**src/rtl/core/lae_pkg.sv**
```systemverilog
// Package for the linear ADSR envelope generator.
// Holds the phase and mode codes, register indexes, reset values and shared types.
// It has no dependencies.
`timescale 1ns / 1ps

package lae_pkg;

   // Fixed-point format of the level: 1.0 equals 2^LEVEL_FRAC_BITS.
   localparam int LEVEL_FRAC_BITS_DEF = 24;

   // Widths of the fixed register and result fields.
   localparam int CSR_DATA_W  = 25;
   localparam int CSR_INDEX_W = 3;
   localparam int OUT_LEVEL_W = 25;

   typedef enum logic [2:0] {
      PH_OFF     = 3'd0,
      PH_ATTACK  = 3'd1,
      PH_DECAY   = 3'd2,
      PH_SUSTAIN = 3'd3,
      PH_RELEASE = 3'd4
   } phase_type;

   typedef enum logic [1:0] {
      MODE_ADSR = 2'd0,
      MODE_ASR  = 2'd1,
      MODE_AR   = 2'd2
   } mode_type;

   // Register indexes on the configuration port.
   localparam logic [CSR_INDEX_W-1:0] CSR_MODE          = 3'd0;
   localparam logic [CSR_INDEX_W-1:0] CSR_ATTACK_STEP   = 3'd1;
   localparam logic [CSR_INDEX_W-1:0] CSR_DECAY_STEP    = 3'd2;
   localparam logic [CSR_INDEX_W-1:0] CSR_RELEASE_STEP  = 3'd3;
   localparam logic [CSR_INDEX_W-1:0] CSR_SUSTAIN_LEVEL = 3'd4;

   // Request kinds.
   localparam logic REQ_TICK = 1'b0;
   localparam logic REQ_GATE = 1'b1;

   // Register values after reset.
   localparam logic [CSR_DATA_W-1:0] ATTACK_STEP_RST   = 25'd3495;
   localparam logic [CSR_DATA_W-1:0] DECAY_STEP_RST    = 25'd2621;
   localparam logic [CSR_DATA_W-1:0] RELEASE_STEP_RST  = 25'd612;
   localparam logic [CSR_DATA_W-1:0] SUSTAIN_LEVEL_RST = 25'd11744051;

   typedef struct packed {
      mode_type                mode;
      logic [CSR_DATA_W-1:0]   attack_step;
      logic [CSR_DATA_W-1:0]   decay_step;
      logic [CSR_DATA_W-1:0]   release_step;
      logic [CSR_DATA_W-1:0]   sustain_level;
   } cfg_type;

   typedef struct packed {
      logic [OUT_LEVEL_W-1:0] level;
      phase_type              phase;
      logic                   busy_res;
   } result_type;

endpackage

```
**src/rtl/core/lae_step.sv**
```systemverilog
// Next-state logic of the envelope: one tick or one gate change per item.
// Depends on lae_pkg for the phase and mode codes and the configuration struct.
`timescale 1ns / 1ps

module lae_step
   import lae_pkg::*;
#(
   parameter int LEVEL_FRAC_BITS = LEVEL_FRAC_BITS_DEF
) (
   input  cfg_type                    cfg,
   input  logic                       req_type,
   input  logic                       gate,
   input  logic [LEVEL_FRAC_BITS:0]   level,
   input  phase_type                  phase,
   input  logic                       gate_held,
   output logic [LEVEL_FRAC_BITS:0]   level_next,
   output phase_type                  phase_next,
   output logic                       gate_held_next
);

   localparam int LW = LEVEL_FRAC_BITS + 1;
   localparam int SW = ((LW > CSR_DATA_W) ? LW : CSR_DATA_W) + 1;

   logic [SW-1:0] one;
   logic [SW-1:0] sustain_sat;
   logic [SW-1:0] lvl;
   logic [SW-1:0] attack_sum;
   logic [SW-1:0] attack_target;
   logic          attack_hit;
   logic [SW-1:0] fall_step;
   logic [SW-1:0] fall_floor;
   logic          fall_hit;
   logic [SW-1:0] fall_value;

   always_comb begin
      one         = SW'(1) << LEVEL_FRAC_BITS;
      sustain_sat = (SW'(cfg.sustain_level) > one) ? one : SW'(cfg.sustain_level);
      lvl         = SW'(level);

      attack_sum    = lvl + SW'(cfg.attack_step);
      attack_target = (cfg.mode == MODE_ASR) ? sustain_sat : one;
      attack_hit    = attack_sum >= attack_target;

      // Decay falls to the sustain level, release falls to zero.
      if (phase == PH_DECAY) begin
         fall_step  = SW'(cfg.decay_step);
         fall_floor = sustain_sat;
      end else begin
         fall_step  = SW'(cfg.release_step);
         fall_floor = '0;
      end
      fall_hit   = lvl <= (fall_floor + fall_step);
      fall_value = lvl - fall_step;
   end

   always_comb begin
      level_next     = level;
      phase_next     = phase;
      gate_held_next = gate_held;

      if (req_type == REQ_GATE) begin
         if (gate && !gate_held) begin
            phase_next = PH_ATTACK;
         end
         if (!gate && gate_held) begin
            phase_next = PH_RELEASE;
         end
         gate_held_next = (cfg.mode == MODE_AR) ? 1'b0 : gate;
      end else begin
         unique case (phase)
            PH_ATTACK: begin
               // Any defined mode climbs; the unused mode code holds.
               if (cfg.mode == MODE_ADSR || cfg.mode == MODE_ASR || cfg.mode == MODE_AR) begin
                  if (attack_hit) begin
                     level_next = LW'(attack_target);
                     unique case (cfg.mode)
                        MODE_ADSR: phase_next = PH_DECAY;
                        MODE_ASR:  phase_next = PH_SUSTAIN;
                        default:   phase_next = PH_RELEASE;
                     endcase
                  end else begin
                     level_next = LW'(attack_sum);
                  end
               end
            end
            PH_DECAY: begin
               if (cfg.mode == MODE_ADSR) begin
                  if (fall_hit) begin
                     level_next = LW'(fall_floor);
                     phase_next = PH_SUSTAIN;
                  end else begin
                     level_next = LW'(fall_value);
                  end
               end
            end
            PH_SUSTAIN: begin
               if ((cfg.mode == MODE_ADSR || cfg.mode == MODE_ASR) && !gate_held) begin
                  phase_next = PH_RELEASE;
               end
            end
            PH_RELEASE: begin
               if (cfg.mode == MODE_ADSR || cfg.mode == MODE_ASR || cfg.mode == MODE_AR) begin
                  if (fall_hit) begin
                     level_next = '0;
                     phase_next = PH_OFF;
                     if (cfg.mode == MODE_AR) begin
                        gate_held_next = 1'b0;
                     end
                  end else begin
                     level_next = LW'(fall_value);
                  end
               end
            end
            default: begin
            end
         endcase
      end
   end

endmodule

```
**src/rtl/core/linear_adsr_envelope.sv**
```systemverilog
// Top level of the linear ADSR envelope generator.
// Depends on lae_pkg and instantiates lae_step for the per-item state update.
`timescale 1ns / 1ps

// Usage:
// Each transfer on the request channel (req_valid, req_stall, req_type, req_gate)
// is either a sample tick (req_type low) or a gate change (req_type high, with
// the new gate on req_gate). Every request yields exactly one transfer on the
// response channel carrying the level, the phase and the busy flag after that
// request. The level is fixed point with full scale at 2^LEVEL_FRAC_BITS.
// The state update is a single add or subtract with a compare and clamp, so the
// response is registered without further pipelining, and the block takes one
// request per cycle for as long as the receiver keeps rsp_stall low.
// The response sits in an output register backed by one skid entry: when the
// receiver stalls, one further request is still taken into the skid entry, and
// req_stall rises only once both entries hold results. Results leave in order.
// Registers are written through csr_we, csr_index and csr_wdata, and should be
// changed only while no request is in flight. Writes to indexes past the list
// are ignored. Reset is synchronous: it empties both result entries, puts the
// envelope at level zero in the off phase with the gate released, and loads
// the default register values (ADSR mode and the default step sizes).
module linear_adsr_envelope
   import lae_pkg::*;
#(
   parameter int LEVEL_FRAC_BITS = LEVEL_FRAC_BITS_DEF
) (
   input  logic                    clock,
   input  logic                    reset,

   input  logic                    req_valid,
   output logic                    req_stall,
   input  logic                    req_type,
   input  logic                    req_gate,

   output logic                    rsp_valid,
   input  logic                    rsp_stall,
   output logic [OUT_LEVEL_W-1:0]  rsp_level,
   output logic [2:0]              rsp_phase,
   output logic                    rsp_busy_res,

   input  logic                    csr_we,
   input  logic [CSR_INDEX_W-1:0]  csr_index,
   input  logic [CSR_DATA_W-1:0]   csr_wdata
);

   localparam int LW = LEVEL_FRAC_BITS + 1;
   localparam int XW = ((LW > OUT_LEVEL_W) ? LW : OUT_LEVEL_W) + 1;

   // Configuration registers.
   cfg_type cfg_ff;
   cfg_type cfg_in;

   // Envelope state.
   logic [LW-1:0] level_ff;
   logic [LW-1:0] level_in;
   phase_type     phase_ff;
   phase_type     phase_in;
   logic          gate_held_ff;
   logic          gate_held_in;

   // Output register and skid entry.
   result_type    rsp_ff;
   result_type    rsp_in;
   logic          rsp_valid_ff;
   logic          rsp_valid_in;
   result_type    skid_ff;
   result_type    skid_in;
   logic          skid_valid_ff;
   logic          skid_valid_in;

   result_type    result_new;
   logic [XW-1:0] level_ext;
   logic          accept;
   logic          pop;

   assign req_stall = skid_valid_ff;
   assign accept    = req_valid && !skid_valid_ff;
   assign pop       = rsp_valid_ff && !rsp_stall;

   always_comb begin
      cfg_in = cfg_ff;
      if (csr_we) begin
         unique case (csr_index)
            CSR_MODE:          cfg_in.mode          = mode_type'(csr_wdata[1:0]);
            CSR_ATTACK_STEP:   cfg_in.attack_step   = csr_wdata;
            CSR_DECAY_STEP:    cfg_in.decay_step    = csr_wdata;
            CSR_RELEASE_STEP:  cfg_in.release_step  = csr_wdata;
            CSR_SUSTAIN_LEVEL: cfg_in.sustain_level = csr_wdata;
            default: begin
            end
         endcase
      end
   end

   lae_step #(
      .LEVEL_FRAC_BITS (LEVEL_FRAC_BITS)
   ) u_step (
      .cfg            (cfg_ff),
      .req_type       (req_type),
      .gate           (req_gate),
      .level          (level_ff),
      .phase          (phase_ff),
      .gate_held      (gate_held_ff),
      .level_next     (level_in),
      .phase_next     (phase_in),
      .gate_held_next (gate_held_in)
   );

   // The result field carries the low bits of the level.
   always_comb begin
      level_ext           = XW'(level_in);
      result_new.level    = level_ext[OUT_LEVEL_W-1:0];
      result_new.phase    = phase_in;
      result_new.busy_res = phase_in != PH_OFF;
   end

   // Two-entry result buffer: the skid entry fills only while the output
   // register is held by a stalled receiver.
   always_comb begin
      rsp_in        = rsp_ff;
      rsp_valid_in  = rsp_valid_ff;
      skid_in       = skid_ff;
      skid_valid_in = skid_valid_ff;
      if (!rsp_valid_ff || pop) begin
         if (skid_valid_ff) begin
            rsp_in        = skid_ff;
            rsp_valid_in  = 1'b1;
            skid_valid_in = 1'b0;
         end else begin
            rsp_in       = result_new;
            rsp_valid_in = accept;
         end
      end else if (accept) begin
         skid_in       = result_new;
         skid_valid_in = 1'b1;
      end
   end

   always_ff @(posedge clock) begin
      if (reset) begin
         cfg_ff.mode          <= MODE_ADSR;
         cfg_ff.attack_step   <= ATTACK_STEP_RST;
         cfg_ff.decay_step    <= DECAY_STEP_RST;
         cfg_ff.release_step  <= RELEASE_STEP_RST;
         cfg_ff.sustain_level <= SUSTAIN_LEVEL_RST;
         level_ff             <= '0;
         phase_ff             <= PH_OFF;
         gate_held_ff         <= 1'b0;
         rsp_valid_ff         <= 1'b0;
         skid_valid_ff        <= 1'b0;
      end else begin
         cfg_ff        <= cfg_in;
         rsp_valid_ff  <= rsp_valid_in;
         skid_valid_ff <= skid_valid_in;
         if (accept) begin
            level_ff     <= level_in;
            phase_ff     <= phase_in;
            gate_held_ff <= gate_held_in;
         end
      end
   end

   always_ff @(posedge clock) begin
      rsp_ff  <= rsp_in;
      skid_ff <= skid_in;
   end

   assign rsp_valid    = rsp_valid_ff;
   assign rsp_level    = rsp_ff.level;
   assign rsp_phase    = rsp_ff.phase;
   assign rsp_busy_res = rsp_ff.busy_res;

endmodule

```
**config.mk**
```make
export PLATFORM = sky130hd
export DESIGN_NAME = linear_adsr_envelope
export DESIGN_NICKNAME = d
export VERILOG_FILES = /design/src/rtl/core/lae_pkg.sv /design/src/rtl/core/lae_step.sv /design/src/rtl/core/linear_adsr_envelope.sv
export SDC_FILE = /design/constraint.sdc
export NUM_CORES = 1
export LEC_CHECK = 0
export BUFFER_PORTS_ARGS = -buffer_cell sky130_fd_sc_hd__buf_2
export CORE_UTILIZATION = 50
export CTS_BUF_LIST = sky130_fd_sc_hd__clkbuf_4
export DETAILED_ROUTE_END_ITERATION = 8
export PLACE_DENSITY = 0.74
export SYNTH_ARGS = -nofsm -noshare
export SYNTH_HDL_FRONTEND = slang
export SYNTH_HIERARCHICAL = 1
export SYNTH_SLANG_ARGS = --single-unit
```
**constraint.sdc**
```tcl
create_clock -name clock -period 8.3 [get_ports clock]
set_input_delay 1.245 -clock clock [delete_from_list [all_inputs] [get_ports clock]]
set_output_delay 1.245 -clock clock [all_outputs]
set_load 0.01 [all_outputs]
```
; Word level (Yosys, flattened, before mapping)
; Index checks and enable logic that the tools add are counted.
[classes]
n_addsub = 3
magnitude_cmp = 3
n_eq_ne = 10
muxes = 32
bitwise = 1
reduce_logical = 28
[op_table]
columns = cell, count
row1 = $mux 25, 9
row2 = $pmux 25 s3, 1
row3 = $mux 26, 2
row4 = $mux 3, 10
row5 = $mux 29, 1
row6 = $add 25x25->26, 1
row7 = $add 26x25->26, 1
row8 = $ge 26x26->1, 1
row9 = $le 25x26->1, 1
row10 = $gt 25x25->1 const B, 1
row11 = $sub 25x25->25, 1
row12 = $eq 3x2->1 const B, 4
row13 = $pmux 3 s4, 1
row14 = $reduce_and 2->1, 6
row15 = $reduce_bool 2->1, 4
row16 = $mux 1, 7
row17 = $eq 3x1->1 const B, 2
row18 = $eq 3x3->1 const B, 2
row19 = $pmux 3 s2, 1
row20 = $logic_and 1x1->1, 5
row21 = $logic_not 1->1, 5
row22 = $reduce_and 5->1, 1
row23 = $logic_not 3->1, 1
row24 = $logic_or 1x1->1, 3
row25 = other kinds (6), 6
[totals]
register_bits = 191
out_inout_bits = 31
word_cells = 93

; Depth between registers and ports, before layout
[logic_depth]
word_depth = 11
ltp_mapped = 35

; By module
; Netlist, hierarchy kept.
[modules_own_cells]
columns = module, instances, cells_each, area_per_inst_um2
row1 = lae_step, 1, 1039, 7066.8
row2 = linear_adsr_envelope, 1, 661, 6745.2

; Worst setup path before layout
; OpenSTA, ideal clock, no wires.
[synth_path]
path_type = register -> register
startpoint = register phase_ff[0]
endpoint = register rsp_ff (netlist bit rsp_busy_res), data pin
setup_ns = 0.260
arrival_time_ns = 6.884
required_time_ns = 8.040
slack_ns = 1.157
path_stages_with_launch = 33
path_buffers = 5
period_less_slack_ns = 7.143
cell_sequence = dfxtp_1 -> clkbuf_1 -> nand2b_1 -> nor2_1 -> clkbuf_1 -> clkbuf_1 -> clkbuf_1 -> mux2i_1 -> inv_1 -> fa_1 -> a21o_1 -> a21oi_1 -> nor2b_1 -> o21a_1 -> o31a_1 -> o21a_1 -> o221a_2 -> a2111oi_0 -> a21oi_1 -> xnor2_1 -> ha_1 -> nand2_1 -> nor4_1 -> and4_1 -> a31oi_1 -> o211ai_1 -> o311ai_4 -> buf_6 -> and2_1 -> o21ai_0 -> a31oi_1 -> or3_1 -> mux2_2
[synth_rtl]
columns = item, line
row1 = start: declaration, linear_adsr_envelope.sv:56  ; phase_type phase_ff;
row2 = start signal: assignment, linear_adsr_envelope.sv:157  ; phase_ff <= phase_in;
row3 = end signal: assignment, linear_adsr_envelope.sv:164  ; rsp_ff <= rsp_in;
row4 = end: declaration, linear_adsr_envelope.sv:62  ; result_type rsp_ff;

; Worst setup path in the final report
[layout_path]
startpoint = register phase_ff[1]
endpoint = register rsp_ff (netlist bit rsp_level[13]), data pin
[layout_between]
elab_chain_len = 9
word_cells_on_any_way = 15
[layout_lines]
columns = item, line
row1 = $eq 3x2->1, "lae_step.sv:45, lae_step.sv:70"
row2 = $mux 26 / $mux 25 (equally long branches), lae_step.sv:45  ; if (phase == PH_DECAY) begin
row3 = $add 26x25->26, lae_step.sv:52  ; fall_hit = lvl <= (fall_floor + fall_step);
row4 = $le 25x26->1, lae_step.sv:52
row5 = "$mux 25, on equally long branches", "lae_step.sv:103, lae_step.sv:88"
row6 = "$mux 25, on equally long branches", "lae_step.sv:102, lae_step.sv:87"
row7 = $pmux 25 s3 (*), lae_step.sv:70  ; unique case (phase)
row8 = $mux 25 (*), lae_step.sv:61  ; if (req_type == REQ_GATE) begin
row9 = net level_in[13], linear_adsr_envelope.sv:55  ; logic [LW-1:0] level_in;
row10 = $mux 29 (*), linear_adsr_envelope.sv:125  ; if (skid_valid_ff) begin
; Mark *: on every way through the listed nets, which the timed path passes. The rest lies on a longest branch.
; A chain may end at the register's enable or synchronous reset.

==> impl_metrics.json <==
{
  "fin_crit_ns": 7.77,
  "cts.repair.resized": 0,
  "wl_mm": 44.2,
  "grt_setup_unrepaired": "false",
  "io-pin-count": 66,
  "gp_congestion": 1.01,
  "fp.dieW_um": 168,
  "drtIter0Drc": 1464,
  "core_region_area_um2": 27000,
  "cap_viol_max_count": 0,
  "final-hold-violation-count": 0,
  "start_util_pct": 51.1,
  "numPortBuffers": 65,
  "critPathSlowestCell": "a21oi_1",
  "syn_avg_cell_area_um2": 8.12,
  "setup_viol": 0,
  "cts-root-buf": "clkbuf_4",
  "path_buf_inv": 0,
  "dpl.hpwl_mm": 34.1,
  "min_period_over_period_pct": 93.6,
  "pre_cts_ws_ns": 0.723,
  "p_per_area_nw_per_um2": 124,
  "vdd_drop_max_mv": 0.0967,
  "grt_pass1_vias": 11900,
  "cts_inserted_buffers": 17,
  "crit_family": "compound AO/OA/AOI/OAI gates",
  "ys_ff_latch": 191,
  "fp-row-count": 60,
  "synth_fp_nets": 1862,
  "report.final.slew_viol_count": 0,
  "die_h_um": 168,
  "yosysTopAreaCell": "dfxtp_1",
  "htreeDepth": 4,
  "worstPathRequired_ns": 8.73,
  "path_class": "flop to flop",
  "grt_pass1_wl_mm": 68.5,
  "grt_max_degree": 98,
  "n_fill_cell": 2601,
  "fin_nets": 1883,
  "worst_pin_slew_ns": 1.26,
  "synth_ff_type": "dfxtp_1",
  "drt_pre_antenna_iters": 7,
  "synthArstFlopShare_pct": 0,
  "synth_edf_count": 58,
  "clk_path_buf_depth": 2,
  "end_kind": "flop",
  "hold_slack_ns": 0.465,
  "placed_area_um2": 14300,
  "fp.dieArea_um2": 28300,
  "synth_top_area_share_pct": 19.3,
  "design_area_um2": 14600,
  "p_leak_nw": 6.11,
  "cp_slowest_stage_delay_ns": 0.61,
  "ys_types": 76,
  "multiInputGateArea_um2": 8840,
  "antenna_found_initial": 1,
  "ctsHoldBuffers": 0,
  "hold_class": "flop to flop",
  "ant_nets": 0,
  "skew_ns": 0.0417,
  "mostFrequentLayoutCells": "nand2_1 (316), a21oi_1 (218), dfxtp_1 (133)",
  "grt_use_total_pct": 31.4,
  "final_common_cell": "nand2_1",
  "path_max_fanout": 18,
  "path_clk_slew_ns": 0.18,
  "netlist_area_um2": 13800,
  "avgRoutedWirePerCell_um": 21.3,
  "finalWorstSetupSlack_ns": 0.529,
  "cts_tree": "built",
  "seq_area_um2": 4400,
  "max-slew-margin-rel_pct": 15.7,
  "critPathArrivalTime_ns": 8.20,
  "area_growth_pct": 5.80,
  "yosysWarningCount": 6,
  "num_vias": 13100,
  "drc_errors": 0,
  "fmax_mhz": 129,
  "clock_sinks": 191,
  "clkLatencyLatePin_ns": 0.59,
  "worstSetupStartpointType": "flop",
  "drive_gt1_share_pct": 10.3,
  "vias_per_cell": 6.29,
  "outcome": "completed",
  "cts_setup_buffers": 0,
  "ys_seq_area_share_pct": 31.9,
  "overflow": 0,
  "ys_top_cells_by_area": "dfxtp_1 (19%), edfxtp_1 (13%), ha_1 (11%)",
  "synthCells": 1700,
  "fin_tns_setup_ns": 0
}
## registers in the layout (all words and copies together), names as in the netlist
register / cells
cfg_ff: 102
skid_ff: 29
level_ff: 25
rsp_level: 25
phase_ff: 3
rsp_phase: 3
gate_held_ff: 1
req_stall: 1
rsp_busy_res: 1
rsp_valid: 1
## worst paths after layout
| path | from | endpoint | slack (ns) | cells past startpoint |
|---|---|---|---|---|
| setup / recovery | phase_ff[1] | rsp_level[13] | 0.53 | 27 |
| hold / removal | cfg_ff[64] | cfg_ff[64] | 0.46 | 2 |
| setup reg to reg | phase_ff[1] | rsp_level[13] | 0.53 | 27 |
| hold reg to reg | cfg_ff[64] | cfg_ff[64] | 0.46 | 2 |
## cell type report
type | instances | share of cell area, %
multi-input cells | 1377 | 60.5
clock buffers | 17 | 0.873
inverters | 48 | 1.23
well taps | 341 | 2.92
clock inverters | 15 | 1.01
repair buffers | 86 | 3.32
flip-flops and latches | 191 | 30.1
diodes | 2 | 0.0342
## cells in the mapped netlist (6+ instances only)
master,instances
and2_1,10
buf_4,9
nor3_1,62
ha_1,124
o21ai_0,66
o31ai_1,6
nand2b_1,11
buf_1,8
nor2b_1,12
nand4_1,15
o2111ai_1,6
nand2_1,316
o211ai_1,7
nor2_1,96
a21oi_1,218
xor2_1,29
o21bai_1,12
o31a_1,6
a221oi_1,6
or3_1,7
and3_1,34
o21a_1,17
mux2i_1,35
a211oi_1,17
inv_1,48
a21o_1,26
clkbuf_1,43
nor4_1,14
a211o_1,8
mux2_2,32
buf_2,20
nand3_1,40
o21ai_1,7
a31oi_1,12
xnor2_1,37
a31o_2,7
edfxtp_1,58
dfxtp_1,133
## kinds of logic (layout without fill, tap and decap cells)
logic type / after synthesis / in the layout / share of synthesized area (%)
AO/OA/AOI/OAI: 474 / 474 / 21.6
XOR/XNOR: 66 / 66 / 4.19
adder cells (fa/ha/maj): 127 / 127 / 11.7
buffers and inverters: 132 / 166 / 4.23
flip-flops: 191 / 191 / 31.9
multiplexers: 67 / 67 / 5.15
other: 0 / 2 / 0
AND/OR/NAND/NOR: 643 / 643 / 21.3
## per-layer routing
layer	share of wire (%)	track usage [%]	vias up
met5	0	0	-
met4	3.2	9.76	0
met3	8.1	5.88	81
met2	43	48.3	612
met1	46	44.3	6151
li1	-	-	6219
## worst register-to-register path: stages, from the launching register on
cell	delay, ns
dfxtp_1	0.59
nand2b_1	0.19
or2_2	0.45
nand2_1	0.13
nand2_1	0.08
ha_1	0.25
fa_1	0.41
a21o_1	0.20
a21oi_1	0.23
nor2b_1	0.08
o21a_1	0.20
o31a_1	0.37
o21a_1	0.26
o221a_2	0.26
a2111oi_0	0.44
a21oi_1	0.10
xnor2_1	0.14
ha_1	0.29
nand2_1	0.09
nor4_1	0.39
and4_1	0.28
a31oi_1	0.10
o211ai_1	0.17
o311ai_4	0.37
a21oi_1	0.62
a222oi_1	0.21
o21ai_0	0.46
mux2_2	0.25
## where the power goes
group / total [mW] / internal [mW] / switching (mW)
registers: 1.01 / 0.989 / 0.0192
logic: 0.282 / 0.101 / 0.181
clock network: 0.521 / 0.160 / 0.361
## metrics by stage
stage               power (mW)  std cells  utilization [%]
floorplan                 1.22       1700                -
global placement          1.30       2043             53.0
detailed placement        1.30       2043             53.0
CTS                       1.81       2075             54.1
global route              1.88       2077             54.1
finish                    1.81       2077             54.1
(Power assumes the default switching activity.)
